### src/sv/rof_pkg.sv
// rof_pkg: shared widths, register indexes, reset values and stream layout
// for the range outlier filter core
// no dependencies
package rof_pkg;

    // payload field widths
    localparam int unsigned SID_W   = 2;
    localparam int unsigned DIST_W  = 17;
    localparam int unsigned CNT_W   = 8;
    localparam int unsigned MS_W    = 32;
    localparam int unsigned EXP_W   = 16;

    // stream packing
    localparam int unsigned S_TDATA_W = 56;
    localparam int unsigned S_TUSER_W = 3;
    localparam int unsigned M_TDATA_W = 32;
    localparam int unsigned M_TUSER_W = 3;

    // configuration port
    localparam int unsigned CFG_AW = 3;
    localparam int unsigned CFG_DW = 17;

    localparam logic [CFG_AW-1:0] CFG_BLIND_ZONE    = 3'd0;
    localparam logic [CFG_AW-1:0] CFG_MAX_RANGE     = 3'd1;
    localparam logic [CFG_AW-1:0] CFG_MAX_CHANGE    = 3'd2;
    localparam logic [CFG_AW-1:0] CFG_MAX_REJECTS   = 3'd3;
    localparam logic [CFG_AW-1:0] CFG_EXPIRE_MS     = 3'd4;

    localparam logic [DIST_W-1:0] RST_BLIND_ZONE  = 17'd320;
    localparam logic [DIST_W-1:0] RST_MAX_RANGE   = 17'd64000;
    localparam logic [DIST_W-1:0] RST_MAX_CHANGE  = 17'd8000;
    localparam logic [CNT_W-1:0]  RST_MAX_REJECTS = 8'd5;
    localparam logic [EXP_W-1:0]  RST_EXPIRE_MS   = 16'd1000;

    // default sizing
    localparam int unsigned SENSORS_DEF      = 4;
    localparam int unsigned FILTER_DEPTH_DEF = 4;

endpackage

### src/sv/range_outlier_filter_core.sv
// range_outlier_filter_core: per-sensor outlier rejection and moving average
// for range readings, one reading per cycle
// depends on rof_pkg
//
// usage
//   s_axis carries one reading: tuser holds sensor id and the success flag,
//   tdata holds raw distance (Q4 mm) and the millisecond timestamp.
//   m_axis carries one result per reading: tuser holds sensor id and the
//   stale flag, tdata holds the filtered or held distance and the current
//   consecutive reject count.
//   the configuration port writes one register per cycle while i_cfg_we is
//   high; registers should only change while no transfer is in flight.
// latency and throughput
//   a result appears on m_axis the cycle after its input transfer. the
//   per-sensor state and running sum are updated in that same cycle, so a
//   new reading can be taken every cycle, even for the same sensor. the path
//   is one running-sum update plus one reciprocal multiply for the average.
// reset and stall
//   i_rst_n low for one edge loads register defaults and clears all sensor
//   state; the sample ring needs no clearing, the first accepted reading of a
//   sensor fills its row. while m_axis_tready is low the result holds and
//   s_axis_tready drops; a new transfer is taken in the cycle the result goes.
module range_outlier_filter_core #(
    parameter int unsigned SENSORS      = rof_pkg::SENSORS_DEF,
    parameter int unsigned FILTER_DEPTH = rof_pkg::FILTER_DEPTH_DEF
) (
    input  logic                           i_clk,
    input  logic                           i_rst_n,

    input  logic                           i_cfg_we,
    input  logic [rof_pkg::CFG_AW-1:0]     i_cfg_addr,
    input  logic [rof_pkg::CFG_DW-1:0]     i_cfg_wdata,

    input  logic                           s_axis_tvalid,
    output logic                           s_axis_tready,
    // raw_distance [16:0], now_ms [48:17], zero fill
    input  logic [rof_pkg::S_TDATA_W-1:0]  s_axis_tdata,
    // sensor_num [1:0], measure_ok [2]
    input  logic [rof_pkg::S_TUSER_W-1:0]  s_axis_tuser,

    output logic                           m_axis_tvalid,
    input  logic                           m_axis_tready,
    // distance_out [16:0], rejects_now [24:17], zero fill
    output logic [rof_pkg::M_TDATA_W-1:0]  m_axis_tdata,
    // out_sensor_num [1:0], stale [2]
    output logic [rof_pkg::M_TUSER_W-1:0]  m_axis_tuser
);

    localparam int unsigned DW      = rof_pkg::DIST_W;
    localparam int unsigned CW      = rof_pkg::CNT_W;
    localparam int unsigned MW      = rof_pkg::MS_W;
    localparam int unsigned IDX_W   = (SENSORS > 1) ? $clog2(SENSORS) : 1;
    localparam int unsigned POS_W   = $clog2(FILTER_DEPTH);
    localparam int unsigned SUM_W   = DW + POS_W;
    // exact floor division by reciprocal: m = ceil(2^(N+l) / d)
    localparam int unsigned SH      = SUM_W + POS_W;
    localparam int unsigned RECIP_W = SUM_W + 2;
    localparam logic [63:0] RECIP64 =
        ((64'd1 << SH) + 64'(FILTER_DEPTH) - 64'd1) / 64'(FILTER_DEPTH);
    localparam logic [RECIP_W-1:0] RECIP = RECIP64[RECIP_W-1:0];
    localparam int unsigned PROD_W  = SUM_W + RECIP_W;

    // configuration registers
    logic [DW-1:0]             r_blind_zone;
    logic [DW-1:0]             r_max_range;
    logic [DW-1:0]             r_max_change;
    logic [CW-1:0]             r_max_rejects;
    logic [rof_pkg::EXP_W-1:0] r_expire_ms;

    // per-sensor state
    logic [DW-1:0]     r_ring   [SENSORS][FILTER_DEPTH];
    logic [POS_W-1:0]  r_pos    [SENSORS];
    logic [SUM_W-1:0]  r_sum    [SENSORS];
    logic [DW-1:0]     r_last   [SENSORS];
    logic [MW-1:0]     r_ms     [SENSORS];
    logic [CW-1:0]     r_rej    [SENSORS];
    logic [SENSORS-1:0] r_filled;
    logic [SENSORS-1:0] r_has;
    logic [SENSORS-1:0] r_stale;

    // result register
    logic              r_out_valid;
    logic [1:0]        r_out_sid;
    logic [DW-1:0]     r_out_dist;
    logic              r_out_stale;
    logic [CW-1:0]     r_out_rej;

    // input fields
    logic [1:0]        in_sid;
    logic              in_ok;
    logic [DW-1:0]     in_raw;
    logic [MW-1:0]     in_now;
    logic              s_fire;
    logic              sid_valid;
    logic [IDX_W-1:0]  sel;

    // next values for the selected sensor
    logic              do_accept;
    logic [DW-1:0]     n_dist;
    logic              n_stale;
    logic [CW-1:0]     n_rej;
    logic [SUM_W-1:0]  n_sum;
    logic [POS_W-1:0]  n_pos;
    logic [PROD_W-1:0] avg_prod;

    assign in_sid = s_axis_tuser[1:0];
    assign in_ok  = s_axis_tuser[2];
    assign in_raw = s_axis_tdata[DW-1:0];
    assign in_now = s_axis_tdata[DW+MW-1:DW];

    assign s_axis_tready = !r_out_valid || m_axis_tready;
    assign s_fire        = s_axis_tvalid && s_axis_tready;
    assign sid_valid     = 32'(in_sid) < SENSORS;
    assign sel           = IDX_W'(in_sid);

    always_comb begin
        logic          range_bad;
        logic [DW-1:0] diff;
        logic [DW-1:0] last_v;
        logic [CW-1:0] rej_inc;
        logic [MW-1:0] gap;
        logic          filled;
        logic          has;

        last_v   = r_last[sel];
        filled   = r_filled[sel];
        has      = r_has[sel];
        rej_inc  = r_rej[sel] + CW'(1);
        range_bad = (in_raw < r_blind_zone) || (in_raw > r_max_range);
        diff     = (in_raw > last_v) ? (in_raw - last_v) : (last_v - in_raw);
        gap      = in_now - r_ms[sel];

        do_accept = 1'b0;
        n_dist    = '0;
        n_stale   = r_stale[sel];
        n_rej     = r_rej[sel];

        if (in_ok) begin
            n_stale = 1'b0;
            if (range_bad || (has && diff > r_max_change)) begin
                if (rej_inc < r_max_rejects && has) begin
                    n_rej  = rej_inc;
                    n_dist = last_v;
                end else begin
                    do_accept = 1'b1;
                end
            end else begin
                do_accept = 1'b1;
            end
        end else if (has) begin
            n_dist = last_v;
            if (gap > MW'(r_expire_ms)) begin
                n_stale = 1'b1;
            end
        end

        // running sum, first fill loads the whole ring with this reading
        if (filled) begin
            n_sum = r_sum[sel] - SUM_W'(r_ring[sel][r_pos[sel]]) + SUM_W'(in_raw);
        end else begin
            n_sum = SUM_W'(in_raw) * SUM_W'(FILTER_DEPTH);
        end
        n_pos    = (r_pos[sel] == POS_W'(FILTER_DEPTH - 1)) ? '0 : r_pos[sel] + POS_W'(1);
        avg_prod = PROD_W'(n_sum) * PROD_W'(RECIP);

        if (do_accept) begin
            n_rej  = '0;
            n_dist = filled ? DW'(avg_prod >> SH) : in_raw;
        end

        if (!sid_valid) begin
            n_dist  = '0;
            n_stale = 1'b0;
            n_rej   = '0;
        end
    end

    // configuration writes
    always_ff @(posedge i_clk) begin
        if (!i_rst_n) begin
            r_blind_zone  <= rof_pkg::RST_BLIND_ZONE;
            r_max_range   <= rof_pkg::RST_MAX_RANGE;
            r_max_change  <= rof_pkg::RST_MAX_CHANGE;
            r_max_rejects <= rof_pkg::RST_MAX_REJECTS;
            r_expire_ms   <= rof_pkg::RST_EXPIRE_MS;
        end else if (i_cfg_we) begin
            unique case (i_cfg_addr)
                rof_pkg::CFG_BLIND_ZONE:  r_blind_zone  <= i_cfg_wdata[DW-1:0];
                rof_pkg::CFG_MAX_RANGE:   r_max_range   <= i_cfg_wdata[DW-1:0];
                rof_pkg::CFG_MAX_CHANGE:  r_max_change  <= i_cfg_wdata[DW-1:0];
                rof_pkg::CFG_MAX_REJECTS: r_max_rejects <= i_cfg_wdata[CW-1:0];
                rof_pkg::CFG_EXPIRE_MS:   r_expire_ms   <= i_cfg_wdata[rof_pkg::EXP_W-1:0];
                default: ;
            endcase
        end
    end

    // sensor control state
    always_ff @(posedge i_clk) begin
        if (!i_rst_n) begin
            r_filled <= '0;
            r_has    <= '0;
            r_stale  <= '0;
            for (int s = 0; s < SENSORS; s++) begin
                r_pos[s]  <= '0;
                r_sum[s]  <= '0;
                r_last[s] <= '0;
                r_ms[s]   <= '0;
                r_rej[s]  <= '0;
            end
        end else if (s_fire && sid_valid) begin
            r_stale[sel] <= n_stale;
            r_rej[sel]   <= n_rej;
            if (in_ok) begin
                r_ms[sel] <= in_now;
            end
            if (do_accept) begin
                r_last[sel]   <= in_raw;
                r_has[sel]    <= 1'b1;
                r_filled[sel] <= 1'b1;
                r_sum[sel]    <= n_sum;
                if (r_filled[sel]) begin
                    r_pos[sel] <= n_pos;
                end
            end
        end
    end

    // sample ring, contents only meaningful once the row is filled
    always_ff @(posedge i_clk) begin
        if (s_fire && sid_valid && do_accept) begin
            if (r_filled[sel]) begin
                r_ring[sel][r_pos[sel]] <= in_raw;
            end else begin
                for (int k = 0; k < FILTER_DEPTH; k++) begin
                    r_ring[sel][k] <= in_raw;
                end
            end
        end
    end

    // result register
    always_ff @(posedge i_clk) begin
        if (!i_rst_n) begin
            r_out_valid <= 1'b0;
        end else if (s_fire) begin
            r_out_valid <= 1'b1;
        end else if (m_axis_tready) begin
            r_out_valid <= 1'b0;
        end
    end

    always_ff @(posedge i_clk) begin
        if (s_fire) begin
            r_out_sid   <= in_sid;
            r_out_dist  <= n_dist;
            r_out_stale <= n_stale;
            r_out_rej   <= n_rej;
        end
    end

    assign m_axis_tvalid = r_out_valid;
    assign m_axis_tdata  = {{(rof_pkg::M_TDATA_W - DW - CW){1'b0}}, r_out_rej, r_out_dist};
    assign m_axis_tuser  = {r_out_stale, r_out_sid};

`ifndef SYNTHESIS
    // ring fill and first acceptance always happen together
    a_has_matches_filled: assert property (@(posedge i_clk) disable iff (!i_rst_n)
        r_has == r_filled)
        else $error("has_accepted and ring_filled disagree");

    // a transfer in always leaves a result the next cycle
    a_fire_gives_result: assert property (@(posedge i_clk) disable iff (!i_rst_n)
        s_fire |=> m_axis_tvalid)
        else $error("input transfer produced no result");

    // a successful reading always reports not stale
    a_ok_not_stale: assert property (@(posedge i_clk) disable iff (!i_rst_n)
        (s_fire && in_ok) |=> !m_axis_tuser[2])
        else $error("successful reading reported stale");

    // an empty result register never blocks the input side
    a_empty_ready: assert property (@(posedge i_clk) disable iff (!i_rst_n)
        !r_out_valid |-> s_axis_tready)
        else $error("input stalled with empty result register");
`endif

endmodule

### config.mk
export PLATFORM = sky130hd
export DESIGN_NAME = range_outlier_filter_core
export DESIGN_NICKNAME = d
export VERILOG_FILES = /design/src/sv/rof_pkg.sv /design/src/sv/range_outlier_filter_core.sv
export SDC_FILE = /design/constraint.sdc
export NUM_CORES = 1
export LEC_CHECK = 0
export ABC_AREA = 1
export ABC_CLOCK_PERIOD_IN_PS = 9000
export BUFFER_PORTS_ARGS = -buffer_cell sky130_fd_sc_hd__buf_2
export CORE_ASPECT_RATIO = 1.5
export CORE_MARGIN = 10
export CORE_UTILIZATION = 65
export CTS_CLUSTER_DIAMETER = 200
export DETAILED_ROUTE_END_ITERATION = 16
export PLACE_DENSITY = 0.82
export SLEW_MARGIN = 40
export SYNTH_ARGS = -nofsm -noshare
export SYNTH_HDL_FRONTEND = slang
export SYNTH_SLANG_ARGS = --single-unit
### constraint.sdc
create_clock -name i_clk -period 9 [get_ports i_clk]
set_input_delay 0.45 -clock i_clk [delete_from_list [all_inputs] [get_ports i_clk]]
set_output_delay 0.45 -clock i_clk [all_outputs]
set_load 0.005 [all_outputs]
# ---- After elaboration in Yosys (flattened, before gate mapping)
# Memories as Yosys holds them, arrays and structs flattened.
# Cells that the tools add are included.
dict set report totals {
  ramBits 584
  out_inout_bits 37
  memories 6
  reg_bits 116
}
# name depth word_bits read_ports rd_clocked_by_memory_dff wr line_no
set mem_list {}
lappend mem_list {r_ring 4 68 1 0 1 range_outlier_filter_core.sv:71} ;# logic [DW-1:0] r_ring [SENSORS][FILTER_DEPTH];
lappend mem_list {r_ms 4 32 1 0 4 range_outlier_filter_core.sv:75} ;# logic [MW-1:0] r_ms [SENSORS];
lappend mem_list {r_sum 4 19 1 0 4 range_outlier_filter_core.sv:73} ;# logic [SUM_W-1:0] r_sum [SENSORS];
lappend mem_list {r_last 4 17 1 0 4 range_outlier_filter_core.sv:74} ;# logic [DW-1:0] r_last [SENSORS];
lappend mem_list {r_rej 4 8 1 0 4 range_outlier_filter_core.sv:76} ;# logic [CW-1:0] r_rej [SENSORS];
lappend mem_list {r_pos 4 2 1 0 4 range_outlier_filter_core.sv:72} ;# logic [POS_W-1:0] r_pos [SENSORS];
dict set report classes {
  n_bitwise 71
  order_cmp 10
  n_eq_ne 5
  n_reduce_logical 23
  n_addsub 7
  n_mux 140
}
# cell n
set ops {}
lappend ops {{two-way mux 17 bit} 11}
lappend ops {{two-way mux 1 bit} 106}
lappend ops {{two-way mux 68 bit} 1}
lappend ops {{bitwise OR 1 bit} 68}
lappend ops {{> comparator 17 bit} 3}
lappend ops {{two-way mux 8 bit} 5}
lappend ops {{two-way mux 19 bit} 2}
lappend ops {{binary-select mux 17 bit (select 2 bit)} 1}
lappend ops {{demux 17 bit (select 2 bit)} 1}
lappend ops {{subtractor 17 bit} 2}
lappend ops {{> comparator 32 x 16 -> 1 bit} 1}
lappend ops {{two-way mux 32 bit} 1}
lappend ops {{OR reduction 32 bit} 1}
lappend ops {{subtractor 32 bit} 1}
lappend ops {{adder 19 x 17 -> 19 bit} 1}
lappend ops {{OR reduction 19 bit} 1}
lappend ops {{subtractor 19 x 17 -> 19 bit} 1}
lappend ops {{< comparator 17 bit} 1}
lappend ops {{OR reduction 17 bit} 1}
lappend ops {{two-way mux 2 bit} 7}
lappend ops {{AND reduction 2 bit} 6}
lappend ops {{adder 8 x 1 -> 8 bit, second input constant} 1}
lappend ops {{< comparator 8 bit} 1}
lappend ops {{bitwise OR 4 bit} 2}
lappend ops {{20 further kinds} 30}

# ---- Depth between registers and ports, before layout
# An unclocked memory read counts as a cell.
dict set report depth {
  word_depth 14
  depth_mapped 37
  mapped_depth_nobuf 34
}

# ---- Worst setup path after synthesis
# No wires, ideal clock.
dict set report synth_timing {
  path_type {input -> register}
  from {in s_axis_tuser[1] (netlist name)}
  to {mem r_last[1][0] (netlist name), enable pin}
  path_stages 35
  arrival_time_ns 5.789
  path_buffers 6
  setup_time_ns 0.394
  slack_ns 2.817
  path_cell_list {inv_1 -> nand2_1 -> buf_6 -> inv_4 -> buf_2 -> buf_1 -> a22oi_1 -> inv_1 -> a221oi_1 -> inv_1 -> ha_1 -> buf_2 -> nand2_1 -> nor2_1 -> nand2_1 -> o311ai_1 -> nand2_1 -> inv_2 -> buf_4 -> nand2_1 -> nand2_1 -> xor2_1 -> inv_1 -> ha_1 -> a21o_1 -> o21ai_1 -> o211ai_1 -> nand2_1 -> nand2_1 -> o21ai_0 -> nand3_1 -> nand2_4 -> nand3_1 -> buf_2 -> nand2_1}
}
# item line_no
set synth_lines {}
lappend synth_lines {{start: declaration} range_outlier_filter_core.sv:39} ;# input logic [rof_pkg::S_TUSER_W-1:0] s_axis_tuser,
lappend synth_lines {{end: declaration} range_outlier_filter_core.sv:74}

==> summary.txt <==
Run status
  – Outcome: complete, no violations

Synth
  – Top cell types by occurrence after synthesis: sky130_fd_sc_hd__nand2_1 (662), sky130_fd_sc_hd__edfxtp_1 (612), sky130_fd_sc_hd__inv_1 (444), sky130_fd_sc_hd__nor2_1 (403), sky130_fd_sc_hd__a21oi_1 (198)
  – Sequential cell area fraction in the yosys report: 57.49%
  – Cell area after synthesis: 35030 sq um
  – Yosys warns: 0
  – Cell types with the largest area share after synthesis: sky130_fd_sc_hd__edfxtp_1 (52%), sky130_fd_sc_hd__nand2_1 (7.1%), sky130_fd_sc_hd__ha_1 (5.8%)
  – Number of distinct standard cells referenced by the synthesized netlist: between 50 and 60
  – Syn avg cell area: 9.972 sq um
  – Gate Count Post-Synth: 3513
  – Yosys top cell area share: 52.46%
  – #FFs+latches synth: 700
  – EDFF count, synth: 612
  – Fraction of synthesis flops using an asynchronous set or reset pin: 0%
  – Most instantiated flip-flop cell in the synthesis netlist: sky130_fd_sc_hd__edfxtp_1
  – Most instantiated library cell after synthesis: sky130_fd_sc_hd__nand2_1
  – Post-synthesis cell type with the largest combined area: sky130_fd_sc_hd__edfxtp_1

Global route
  – Total global routing track utilization: 31.67%
  – Total congestion overflow after global routing: 0
  – Wire length of the first global-routing pass: 154900 um
  – Maximum number of pins on one net before global-route repair: 75
  – Number of global-route vias before repair: 26930
  – Number of antenna violations at the first check in global routing: 1

Timing
  – Max Clock Freq: 151.3 MHz
  – Max-Slew Margin vs Limit: 42.65%
  – Unrepaired setup endpoints after global routing: no
  – Setup TNS: 0 ns
  – Final-report setup violation count: 0
  – Setup Skew: 0.03328 ns
  – Final worst path period share: between 70% and 80%
  – Hold Fails Final Rpt: 0
  – Final Max Slew Viols: 0
  – Post-layout minimum cycle time: 6.611 ns
  – Final worst-path setup slack: 2.389 ns
  – Worst-Margin Slew: roughly 0.86 ns

Setup path
  – Biggest cell delay along the critical path: 0.53 ns
  – Worst EP arrival: 6.93 ns
  – Slowest stage cell, crit path: sky130_fd_sc_hd__inv_4
  – Kind of end point of the critical path: flip-flop
  – WS Path Type: primary input to flip-flop
  – Number of cells on the worst reg-to-reg path: 29
  – Highest net fanout along the worst path: 47
  – Crit path launch type: primary input
  – Worst EP required: approximately 9.3 ns

Route
  – Met3 WL: 9017 um
  – DRC violation total after the first TritonRoute iteration: 2641
  – Count of nets left with antenna violations after detail routing: 0
  – Average wire per standard cell: 23.73 um
  – Total length of routed wires: 103000 um
  – First-pass detailed-route iteration total: 6
  – Wire length on met2: approximately 50000 um
  – DRC viols: 0
  – Detailed-routing wirelength on met1: ~34000 um
  – Highest metal layer with signal wires: met5
  – Average via count per standard cell: 6.231
  – Vias after detailed routing: roughly 27000

Layout
  – Area added between synthesis and finish: 9.472%
  – Ant. Diodes: 0
  – Layout cell share with drive strength beyond 1: 8.242%
  – Non-filler cells in the finished layout: between 4000 and 5000
  – Final std cell area, no fill: 38350 sq um
  – Util after Layout: 71.71%
  – Final-stage net count: 3867

Worst hold path
  – Kind of path behind the tightest hold check: primary input to flip-flop
  – Hold Crit Depth: 1

Clock tree
  – Hold-fix buffers, CTS: 0
  – Skew-Pair Late Insertion Delay: 0.67 ns
  – Number of buffers between clock root and the deepest sink: 3
  – Post-CTS setup repair buffer count: 0
  – CTS Sinks: 700
  – Clock-pin slew of the registers on the worst-case setup and hold paths: 0.07 ns
  – CTS tree: built
  – Inserted Clock Buffers: 60
  – Number of H-tree branching levels: 2
  – Root cell of the clock tree: sky130_fd_sc_hd__clkbuf_16
  – Number of gates resized after cts: 0

Die
  – Number of top-level design ports: ~120
  – Number of placement rows: 104
  – Initial core utilization: about two thirds
  – Chip width: 209.6 um
  – Die Span Y: between 300 and 400 um
  – DIE AREA: about 64000 sq um
  – Core Footprint: approximately 53000 sq um

Place
  – Cell area after placement: between 30000 and 40000 sq um
  – Worst slack after detailed placement: 1.904 ns
  – Estimated wirelength of the detail-placed design: 69550 um
  – Port Buffer Count: 106
  – RD Place Congestion: 1.057
  – Instance count after placement with tap cells included: 4229

Power and ir drop
  – Static Leakage: 15.97 nW
  – Power density over cell area: 204.5 nW/um^2
  – IR drop worst, VDD: 0.2034 mV

Flow run
  – Count of max-cap constraint violations: 0
layer usage:
metal | up-vias | GRT usage [%]
met3 | 409 | 5.103
met4 | 2 | 23.51
li1 | 12300 | -
met5 | - | 0
met1 | 12760 | 34.88
met2 | 1577 | 54.16
sequential cells by signal, summed over array words and instances, names as in the netlist, 8 cells and up:
register       count
r_ms             128
r_rej             32
r_max_rejects      8
r_pos              8
r_blind_zone      17
r_out_rej          8
r_expire_ms       16
r_max_change      17
r_ring           272
r_last            68
r_max_range       17
r_out_dist        17
r_sum             76
worst paths after layout:
check / from / endpoint / slack, ns
worst max-delay path: s_axis_tuser[0] / r_sum[0][2] / 2.39
worst min-delay path: s_axis_tuser[1] / r_out_sid[1] / 0.09
worst max register to register: r_last[0][5] / r_sum[0][2] / 2.67
worst min register to register: r_filled[0] / r_filled[0] / 0.45
worst max-delay path: cells and delay by family:
kind                     cells  cell delay (ns)
AND/OR/NAND/NOR             12             2.03
buffers and inverters        6             2.02
AO/OA/AOI/OAI                8             1.65
adder cells (fa/ha/maj)      2             0.55
XOR/XNOR                     1             0.17
cells by family (layout without fill, tap and decap cells):
group / Yosys count / after routing / share of synthesized area [%]
AOI/OAI and AO/OA: 632 / 632 / 11.58
xor gates and xnor gates: 50 / 50 / 1.250
adders and majority gates: 181 / 181 / 6.893
buffers and inverters: 606 / 739 / 6.768
DFF: 700 / 700 / 57.49
other: 1 / 7 / 0.01070
and+or+nand+nor: 1343 / 1343 / 16.01
layout by cell type, fill, tap and decap left out, drive strengths merged, types with 2 or more instances in the layout:
| cell type | Yosys | final |
|---|---|---|
| nand4 | 91 | 91 |
| clkinv | 4 | 21 |
| inv | 448 | 450 |
| nand3b | 4 | 4 |
| o21ai | 141 | 141 |
| fa | 20 | 20 |
| o311ai | 3 | 3 |
| o21a | 12 | 12 |
| a22o | 49 | 49 |
| o211ai | 23 | 23 |
| dfxtp | 88 | 88 |
| ha | 161 | 161 |
| nor4 | 4 | 4 |
| xnor2 | 18 | 18 |
| edfxtp | 612 | 612 |
| buf | 67 | 175 |
| nand2 | 668 | 668 |
| a21o | 12 | 12 |
| nor2 | 405 | 405 |
| o2111ai | 4 | 4 |
| a31oi | 3 | 3 |
| o21bai | 7 | 7 |
| nor3 | 14 | 14 |
| a221oi | 57 | 57 |
| conb | 1 | 7 |
| a22oi | 107 | 107 |
| and2 | 14 | 14 |
| a21oi | 203 | 203 |
| nand3 | 137 | 137 |
| o22ai | 5 | 5 |
| a21boi | 2 | 2 |
| clkbuf | 87 | 84 |
| clkinvlp | 0 | 5 |
| xor2 | 32 | 32 |
| or2 | 4 | 4 |
| bufinv | 0 | 4 |
per-stage QoR:
step                      hold slack (ns)  total power, mW
after global placement             0.4361            5.248
after detailed placement           0.4420            5.279
after CTS                         0.05793            7.811
final                             0.08866            7.842
after floorplan                    0.4226            4.765
after global routing              0.06848            8.128
final cells by class:
type	count	area, sq um
clock inverter	28	307.8
inverter	452	1704
multi-input combinational	2213	12610
sequential	700	20140
tap	689	862.1
clock buffer	84	1652
timing repair buffer	175	1072
fill	3813	15130
power by group:
group / internal [mW] / switching, mW / total (mW)
registers: 3.66 / 0.0376 / 3.70
logic: 0.485 / 1.07 / 1.56
clock network: 1.41 / 1.18 / 2.58
total: 5.55 / 2.29 / 7.84
Power figures use the tool's default switching activity.
